===== src/sha1_pkg.sv =====
// sha1_pkg: request types, round constants and initial chaining values
// for the sha-1 hash engine; no dependencies

package sha1_pkg;

  typedef struct packed {
    logic [7:0] data_byte;
    logic       byte_present;
    logic       end_of_message;
  } sha1_in_t;

  typedef struct packed {
    logic [63:0] digest_upper;
    logic [63:0] digest_middle;
    logic [31:0] digest_lower;
  } sha1_out_t;

  localparam int unsigned NUM_ROUNDS = 80;
  localparam int unsigned BLK_WORDS  = 16;

  localparam logic [31:0] K_0 = 32'h5A827999;
  localparam logic [31:0] K_1 = 32'h6ED9EBA1;
  localparam logic [31:0] K_2 = 32'h8F1BBCDC;
  localparam logic [31:0] K_3 = 32'hCA62C1D6;

  localparam logic [31:0] H_INIT [5] = '{
    32'h67452301, 32'hEFCDAB89, 32'h98BADCFE, 32'h10325476, 32'hC3D2E1F0
  };

  localparam logic [7:0] PAD_MARK     = 8'h80;
  localparam logic [5:0] LEN_FIT_LAST = 6'd55;

endpackage


===== src/sha1_hash_engine_core.sv =====
// sha1_hash_engine_core: sha-1 over a byte stream, 16x32 block buffer memory,
// one round per cycle from a 16-tap schedule shift line; uses sha1_pkg
// a request without end_of_message is absorbed while idle; every 64th byte adds a
// compression (one buffer read, 80 rounds, one chaining add)
// a request with end_of_message adds one or two padding compressions, then
// the digest is registered once no earlier digest is held by out_stall
// synchronous active-low reset loads the initial chaining words and clears
// fill index and bit count; the block buffer memory is not cleared

module sha1_hash_engine_core (
  input  logic                clk,
  input  logic                rst_n,
  input  logic                in_valid,
  output logic                in_stall,
  input  sha1_pkg::sha1_in_t  in_data,
  output logic                out_valid,
  input  logic                out_stall,
  output sha1_pkg::sha1_out_t out_data
);
  import sha1_pkg::*;

  typedef enum logic [1:0] {ST_IDLE, ST_RUN, ST_ADD, ST_OUT} state_t;
  typedef enum logic [1:0] {BLK_FULL, BLK_MARK, BLK_ZERO} blk_mode_t;

  state_t      state_r;
  blk_mode_t   mode_r;
  logic        len_en_r;
  logic        fin_pend_r;
  logic [6:0]  cnt_r;
  logic [5:0]  fill_r;
  logic [63:0] bits_r;
  logic [31:0] h_r [5];
  logic [31:0] a_r, b_r, c_r, d_r, e_r;
  logic [31:0] w_r [BLK_WORDS];
  logic [31:0] rdata_r;
  logic        out_valid_r;
  sha1_out_t   out_data_r;

  logic [31:0] mem [BLK_WORDS];

  logic        accept;
  logic        wr_en;
  logic [5:0]  fill_new;
  logic        wrap;
  logic [6:0]  rnd;
  logic [31:0] blk_word;
  logic [31:0] w_cur;
  logic [31:0] w_mix;
  logic [31:0] f_val;
  logic [31:0] k_val;
  logic [31:0] t_val;

  assign accept   = in_valid && !in_stall;
  assign in_stall = (state_r != ST_IDLE);
  assign wr_en    = accept && in_data.byte_present;
  assign fill_new = in_data.byte_present ? fill_r + 6'd1 : fill_r;
  assign wrap     = in_data.byte_present && (fill_r == 6'd63);
  assign rnd      = cnt_r - 7'd1;

  // block buffer, big-endian byte lanes
  always_ff @(posedge clk) begin
    if (wr_en) begin
      case (fill_r[1:0])
        2'd0:    mem[fill_r[5:2]][31:24] <= in_data.data_byte;
        2'd1:    mem[fill_r[5:2]][23:16] <= in_data.data_byte;
        2'd2:    mem[fill_r[5:2]][15:8]  <= in_data.data_byte;
        default: mem[fill_r[5:2]][7:0]   <= in_data.data_byte;
      endcase
    end
    rdata_r <= mem[cnt_r[3:0]];
  end

  // padding applied on the fly to the word read back
  always_comb begin
    logic [5:0] pos;
    logic [7:0] byte_v;
    blk_word = '0;
    for (int l = 0; l < 4; l++) begin
      pos    = {rnd[3:0], 2'(l)};
      byte_v = rdata_r[(3 - l) * 8 +: 8];
      if (mode_r != BLK_FULL) begin
        if (mode_r == BLK_ZERO || pos > fill_r) begin
          byte_v = '0;
        end else if (pos == fill_r) begin
          byte_v = PAD_MARK;
        end
      end
      blk_word[(3 - l) * 8 +: 8] = byte_v;
    end
    if (len_en_r && rnd[3:0] == 4'd14) begin
      blk_word = bits_r[63:32];
    end else if (len_en_r && rnd[3:0] == 4'd15) begin
      blk_word = bits_r[31:0];
    end
  end

  assign w_mix = w_r[13] ^ w_r[8] ^ w_r[2] ^ w_r[0];
  assign w_cur = (rnd < 7'(BLK_WORDS)) ? blk_word : {w_mix[30:0], w_mix[31]};

  always_comb begin
    if (rnd < 7'd20) begin
      f_val = (b_r & c_r) | (~b_r & d_r);
      k_val = K_0;
    end else if (rnd < 7'd40) begin
      f_val = b_r ^ c_r ^ d_r;
      k_val = K_1;
    end else if (rnd < 7'd60) begin
      f_val = (b_r & c_r) | (b_r & d_r) | (c_r & d_r);
      k_val = K_2;
    end else begin
      f_val = b_r ^ c_r ^ d_r;
      k_val = K_3;
    end
  end

  assign t_val = {a_r[26:0], a_r[31:27]} + f_val + e_r + w_cur + k_val;

  always_ff @(posedge clk) begin
    if (!rst_n) begin
      state_r     <= ST_IDLE;
      mode_r      <= BLK_FULL;
      len_en_r    <= 1'b0;
      fin_pend_r  <= 1'b0;
      cnt_r       <= '0;
      fill_r      <= '0;
      bits_r      <= '0;
      out_valid_r <= 1'b0;
      for (int i = 0; i < 5; i++) begin
        h_r[i] <= H_INIT[i];
      end
    end else begin
      if (out_valid_r && !out_stall && state_r != ST_OUT) begin
        out_valid_r <= 1'b0;
      end
      case (state_r)
        ST_IDLE: begin
          if (accept) begin
            fill_r <= fill_new;
            if (in_data.byte_present) begin
              bits_r <= bits_r + 64'd8;
            end
            cnt_r <= '0;
            if (wrap) begin
              mode_r     <= BLK_FULL;
              len_en_r   <= 1'b0;
              fin_pend_r <= in_data.end_of_message;
              state_r    <= ST_RUN;
            end else if (in_data.end_of_message) begin
              mode_r   <= BLK_MARK;
              len_en_r <= (fill_new <= LEN_FIT_LAST);
              state_r  <= ST_RUN;
            end
          end
        end
        ST_RUN: begin
          if (cnt_r == '0) begin
            a_r <= h_r[0];
            b_r <= h_r[1];
            c_r <= h_r[2];
            d_r <= h_r[3];
            e_r <= h_r[4];
          end else begin
            a_r <= t_val;
            b_r <= a_r;
            c_r <= {b_r[1:0], b_r[31:2]};
            d_r <= c_r;
            e_r <= d_r;
            for (int i = 0; i < BLK_WORDS - 1; i++) begin
              w_r[i] <= w_r[i + 1];
            end
            w_r[BLK_WORDS - 1] <= w_cur;
          end
          if (cnt_r == 7'(NUM_ROUNDS)) begin
            state_r <= ST_ADD;
          end
          cnt_r <= cnt_r + 7'd1;
        end
        ST_ADD: begin
          h_r[0] <= h_r[0] + a_r;
          h_r[1] <= h_r[1] + b_r;
          h_r[2] <= h_r[2] + c_r;
          h_r[3] <= h_r[3] + d_r;
          h_r[4] <= h_r[4] + e_r;
          cnt_r  <= '0;
          if (mode_r == BLK_FULL) begin
            if (fin_pend_r) begin
              fin_pend_r <= 1'b0;
              mode_r     <= BLK_MARK;
              len_en_r   <= (fill_r <= LEN_FIT_LAST);
              state_r    <= ST_RUN;
            end else begin
              state_r <= ST_IDLE;
            end
          end else if (mode_r == BLK_MARK && !len_en_r) begin
            mode_r   <= BLK_ZERO;
            len_en_r <= 1'b1;
            state_r  <= ST_RUN;
          end else begin
            state_r <= ST_OUT;
          end
        end
        ST_OUT: begin
          if (!out_valid_r || !out_stall) begin
            out_data_r.digest_upper  <= {h_r[0], h_r[1]};
            out_data_r.digest_middle <= {h_r[2], h_r[3]};
            out_data_r.digest_lower  <= h_r[4];
            out_valid_r <= 1'b1;
            for (int i = 0; i < 5; i++) begin
              h_r[i] <= H_INIT[i];
            end
            fill_r     <= '0;
            bits_r     <= '0;
            fin_pend_r <= 1'b0;
            state_r    <= ST_IDLE;
          end
        end
        default: begin
          state_r <= ST_IDLE;
        end
      endcase
    end
  end

  assign out_valid = out_valid_r;
  assign out_data  = out_data_r;

endmodule


===== config.mk =====
export PLATFORM = sky130hd
export DESIGN_NAME = sha1_hash_engine_core
export DESIGN_NICKNAME = d
export VERILOG_FILES = /design/src/sha1_pkg.sv /design/src/sha1_hash_engine_core.sv
export SDC_FILE = /design/constraint.sdc
export NUM_CORES = 2
export LEC_CHECK = 0
export BUFFER_PORTS_ARGS = -buffer_cell sky130_fd_sc_hd__buf_2
export CAP_MARGIN = 20
export CORE_MARGIN = 8
export CORE_UTILIZATION = 55
export DETAILED_ROUTE_END_ITERATION = 12
export GPL_TIMING_DRIVEN = 0
export PLACE_DENSITY_LB_ADDON = 0.15
export SETUP_SLACK_MARGIN = 0.02
export SYNTH_ARGS = -nofsm -noshare
export SYNTH_HDL_FRONTEND = slang
export SYNTH_SLANG_ARGS = --single-unit

===== constraint.sdc =====
create_clock -name clk -period 33.7 [get_ports clk]
set_input_delay 1.685 -clock clk [delete_from_list [all_inputs] [get_ports clk]]
set_output_delay 1.685 -clock clk [all_outputs]
set_load 0.01 [all_outputs]

=== Yosys cells after proc, flatten, opt, wreduce, memory -nomap -nowiden ===
Memory sizes are Yosys's and may differ from the RTL's. A register that Yosys moved wholly into a read port is not among the register bits.
Cells that the tools add are included.

* Input bits: 14
* Word-level logic and storage cells: 226
* Bits in latches: 0
* Output and inout port bits: 162
* Memory bits (read-only): 0
* Register bits after elaboration: 404
* Bits in writable memories: 1184
* Memories kept: 3

{| class="wikitable"
|+ Memory list
! memory !! words !! bits a word !! read ports !! clocked after Yosys merged registers in !! write ports !! RTL line !! text
|-
| mem || 16 || 32 || 1 || 1 || 1 || sha1_hash_engine_core.sv:39 || <nowiki>logic [31:0] mem [BLK_WORDS];</nowiki>
|-
| w_r || 16 || 32 || 16 || 0 || 16 || sha1_hash_engine_core.sv:34 || <nowiki>logic [31:0] w_r [BLK_WORDS];</nowiki>
|-
| h_r || 5 || 32 || 5 || 0 || 5 || sha1_hash_engine_core.sv:32 || <nowiki>logic [31:0] h_r [5];</nowiki>
|}

* Reductions and logical operators: 36
* Bitwise operators: 23
* Multiplexer cells: 100
* $mul: 0
* Order comparisons: 10
* Eq/ne operators: 25
* Shift-type cells: 0
* Divide/modulo/power cells: 0
* $add $sub $neg: 13

{| class="wikitable"
|+ Operator list
! kind !! number
|-
| two-way mux 32 bit || 23
|-
| adder 32 bit || 9
|-
| two-way mux 64 bit || 3
|-
| bitwise XOR 32 bit || 5
|-
| bitwise AND 32 bit || 4
|-
| one-hot mux 64 bit (2 select lines) || 1
|-
| two-way mux 8 bit || 12
|-
| OR 32 bit || 3
|-
| adder 64 x 4 -> 64 bit (second input constant) || 1
|-
| two-way mux 1 bit || 38
|-
| NOT 32 bit || 1
|-
| two-way mux 31 bit || 1
|-
| equality test 6 bit || 4
|-
| > comparator 6 bit || 4
|-
| two-way mux 2 bit || 12
|-
| one-hot mux 7 bit (3 select lines) || 1
|-
| two-way mux 6 bit || 3
|-
| less-than comparator 7 x 5 -> 1 bit (second input constant) || 2
|-
| less-than comparator 7 x 6 -> 1 bit (second input constant) || 2
|-
| inequality test 2 bit (second input constant) || 7
|-
| less-or-equal comparator 6 bit (second input constant) || 2
|-
| one-hot mux 6 bit (2 select lines) || 1
|-
| OR 1 bit || 10
|-
| AND reduction 5 bit || 2
|-
| other kinds (25) || 56
|}

=== Depth between registers and ports, before layout ===
* Depth after elaboration: 11
* Mapped depth: 34
* Mapped depth without buffers: 31

=== Worst setup path before layout ===
Ideal clock, no wire load.

* Path kind: input to register
* From: input rst_n
* To: memory w_r[0][0], enable pin
* Data arrival time: 27.519 ns
* Library setup time: 1.448 ns
* Stages on the path: 3
* Setup slack: 4.733 ns
* Buffers on the path: 1
* Required time: 32.252 ns
* Path through: clkbuf_1 > and2_1 > nor2b_1

{| class="wikitable"
|+ RTL lines
! what !! RTL line !! text
|-
| start, declared || sha1_hash_engine_core.sv:12 || <nowiki>input logic rst_n,</nowiki>
|-
| end, declared || sha1_hash_engine_core.sv:34 ||
|}

=== Worst setup path in the final report ===
* From: register cnt_r[0]
* To: register a_r[30], data pin

* Word-level cells in the longest chain between the ends: 11
* Elaborated cells between the ends (all ways): 48
* Classes of those cells: add/sub (5); order compare (8); eq/ne (6); mux (22); reduce/logical (7)

{| class="wikitable"
|+ RTL lines
! what !! RTL line !! text
|-
| start, declared || sha1_hash_engine_core.sv:29 || <nowiki>logic [6:0] cnt_r;</nowiki>
|-
| start signal, assigned || sha1_hash_engine_core.sv:176 || <nowiki>cnt_r <= cnt_r + 7'd1;</nowiki>
|-
| branches (longest 10 deep; another with adder 32 bit) || - ||
|-
| two-way mux 32 bit * || sha1_hash_engine_core.sv:156 || <nowiki>if (cnt_r == '0) begin</nowiki>
|-
| end signal, assigned || sha1_hash_engine_core.sv:157 || <nowiki>a_r <= h_r[0];</nowiki>
|-
| end signal, assigned || sha1_hash_engine_core.sv:163 || <nowiki>a_r <= t_val;</nowiki>
|-
| end, declared || sha1_hash_engine_core.sv:33 || <nowiki>logic [31:0] a_r, b_r, c_r, d_r, e_r;</nowiki>
|}

Mark *: on every way between the ends.
A chain may end at the register's enable or synchronous reset.

==> impl_metrics.yaml <==
worst_setup_path:
  max_stage_delay_ns: 0.77
  critical_path_class: "reg2reg"
  critPathRequiredTime_ns: 34.20
  crit_slowest_cell: "buf_1"
  critPathArrivalTime_ns: 11.04
  crit_path_end_kind: "flop"
  rrSetupSlack_ns: 23.16
  r2r-start: "cnt_r[0]"
  cp-startpoint: "cnt_r[0]"
  start_kind: "flop"
  crit_fanout: 10
flow_run:
  drv_cap: 0
floorplan:
  die_h_microns: 376
  dieArea_sq_um: 141000
  rows: 132
  core-area_sq_um: 129000
  die_w_microns: 376
  start_util: 0.552
  io_pins: 176
logic_synthesis:
  synth_nets: 4984
  synth-main-ff-cell: "edfxtp_1"
  yosysTopAreaCellShare: 0.634
  syn_inst: 4637
  async_flop_share: 0
  avgSynthCellArea_sq_um: 15.4
  synthTopCellsByArea: "edfxtp_1 63%, mux4_2 5.1%, ha_1 3.7%"
  yosysUniqueCellTypes: 90
  synth_top_area_cell: "edfxtp_1"
  synth-edff-count: 1504
  synth-seq-cells: 1617
  syn_area_sq_um: 71200
  yosys_warnings: 0
  ys_seq_area_frac: 0.666
pwr:
  peakVddDrop_mv: 0.0515
  power_frac_seq: 0.502
  p_int_mw: 3.41
  clkPwrFrac: 0.420
  comb_power_share: 0.078
  power_switching_mw: 1.01
  p_per_area_nw_per_um2: 54.7
  switching_share: 0.229
  leakage_nw: 27.2
layout:
  layout_common_cells: "1,504 x edfxtp_1, 313 x nor2_1, 290 x nand2_1"
  area_growth_pct: 13.4
  layout.nets: 5377
  final_common_cell: "edfxtp_1"
  drive_gt1_frac: 0.159
  fillers: 9437
sta:
  fin_skew_ns: 0.0311
  period_needed_ns: 10.54
  min_period_over_period: 0.313
  hold_viol_final: 0
  final-setup-viol-count: 0
  rsz0062_at_grt: "no"
  fin_ws_ns: 23.16
  slew_headroom: 0.207
  drv_slew: 0
  max_freq_ghz: 0.0949
  tns_ns: 0
  tightest_slew_ns: 1.19
placed_design:
  place_congestion: 0.947
  place_hpwl_microns: 126000
  dp_slack_ns: 23.43
  port_buffers: 174
drt:
  wl_per_cell_microns: 25.2
  vias: 41000
  antenna_left: 0
  wl_microns: 174000
  drc: 0
  vias_per_cell: 5.94
  drt-pass1-iter-count: 7
  drtIter0Drc: 4354
cts:
  path_clk_slew_ns: 0.06
  htree_levels: 4
  cts_buffer_depth: 3
  cts_buffers: 166
  postCtsHoldBufs: 0
  cts_tree: "done"
  post-cts-setup-buffer-count: 0
  root_buffer: "clkbuf_16"
  cts.sinks: 1617
  ctsResizeCount: 0
  clk_latency_ns: 0.80
grt:
  grt_max_degree: 65
  grt_pass1_vias: 39200
  grt_pass1_wl_microns: 256000
  grt-ovfl-total: 0
  grt_antenna_before_repair: 6
  grtUsageTotal: 0.243
worst_hold_path:
  min-delay-path-class: "reg2reg"
  min-delay-start: "w_r[0][60]"
status:
  outcome: "completed"
==> worst max-delay path: cells and delay by family, from the launching register on <==
family                     cells  cell delay [ns]
buffers and inverters          6             2.22
adders and majority gates      6             2.48
AOI/OAI and AO/OA             15             3.94
muxes                          1             0.37
and+or+nand+nor                2             0.36
xor gates and xnor gates       2             0.42
DFF                            1             0.43
==> Yosys cell counts (all sizes together) (8+ instances only) <==
cell type  instances
nand4             18
or3               19
or2               14
xor2             116
and2              19
dfxtp            113
and4               8
a221o             27
nand2            291
o21a              35
mux2i             35
a21boi            10
a21o              90
o21bai            17
o21ai            211
nand2b            35
nand3             72
buf               31
inv              231
a31oi             24
clkbuf           115
and3              34
mux2             125
nor3              44
nor2             317
nor4              11
o211ai            15
o221ai            31
edfxtp          1504
xnor2            196
nor3b             12
fa               125
a21oi            171
mux4             160
a211oi            21
ha               208
nor2b             33
==> power groups by stage <==
stage,logic (mW),clock network (mW),registers (mW)
after detailed placement,0.335,0,2.26
after floorplan,0.238,0,2.26
after CTS,0.338,1.89,2.22
after global placement,0.326,0,2.27
final,0.346,1.86,2.22
after global routing,0.381,1.96,2.22
==> registers in the layout, indices dropped and copies added (netlist names), 6 cells and up <==
| register | flops |
|---|---|
| mem | 512 |
| rdata_r | 32 |
| bits_r | 61 |
| h_r | 160 |
| d_r | 32 |
| fill_r | 6 |
| e_r | 32 |
| c_r | 32 |
| cnt_r | 7 |
| out_data | 160 |
| b_r | 32 |
| w_r | 512 |
| a_r | 32 |
==> path summary, 6_finish.rpt <==
check	to	cells past startpoint
worst max-delay path	a_r[30]	32
worst min-delay path	w_r[0][28]	0
worst max register to register	a_r[30]	32
worst min register to register	w_r[0][28]	0
==> stage by stage <==
stage                     std cells  hold WS [ns]  utilization  area (sq um)  power [mW]
final                          6909         0.414        0.626         80800        4.42
after global routing           6907         0.417        0.626         80800        4.56
after CTS                      6889         0.414        0.624         80500        4.44
after detailed placement       6587         0.405        0.581         75000        2.59
after global placement         6553         0.401        0.576         74300        2.60
after floorplan                4637         0.400            -         71200        2.50
==> layout make-up <==
type	instances	area, sq um	area share
Antenna cell	3	7.51	0.0000929
Buffer	146	561	0.00694
Clock buffer	200	4420	0.0546
Clock inverter	102	1110	0.0138
Inverter	231	867	0.0107
Multi-Input combinational cell	2643	22400	0.277
Sequential cell	1617	47400	0.587
Tap cell	1742	2180	0.0270
Timing Repair Buffer	225	1830	0.0226
==> cells by family (layout without fill, tap and decap cells) <==
family,count (synthesis),count (layout),share of synthesized area
mux,320,320,0.0753
flops,1617,1617,0.666
xor+xnor,312,312,0.0384
fa+ha+maj,334,334,0.0718
compound gates,734,734,0.0679
other cells,0,3,0
buf+inv,377,904,0.0200
simple gates,943,943,0.0607
==> per-layer routing <==
| layer | part of all wire | vias up | wire length, microns | global-route usage |
|---|---|---|---|---|
| met4 | 0.021 | 0 | 3730 | 0.0607 |
| met2 | 0.43 | 1649 | 75000 | 0.347 |
| met5 | 0 | - | 0 | 0 |
| met1 | 0.46 | 20900 | 79600 | 0.380 |
| li1 | - | 18300 | - | - |
| met3 | 0.089 | 241 | 15500 | 0.0548 |
No activity file was read; power rests on OpenSTA's default activity.
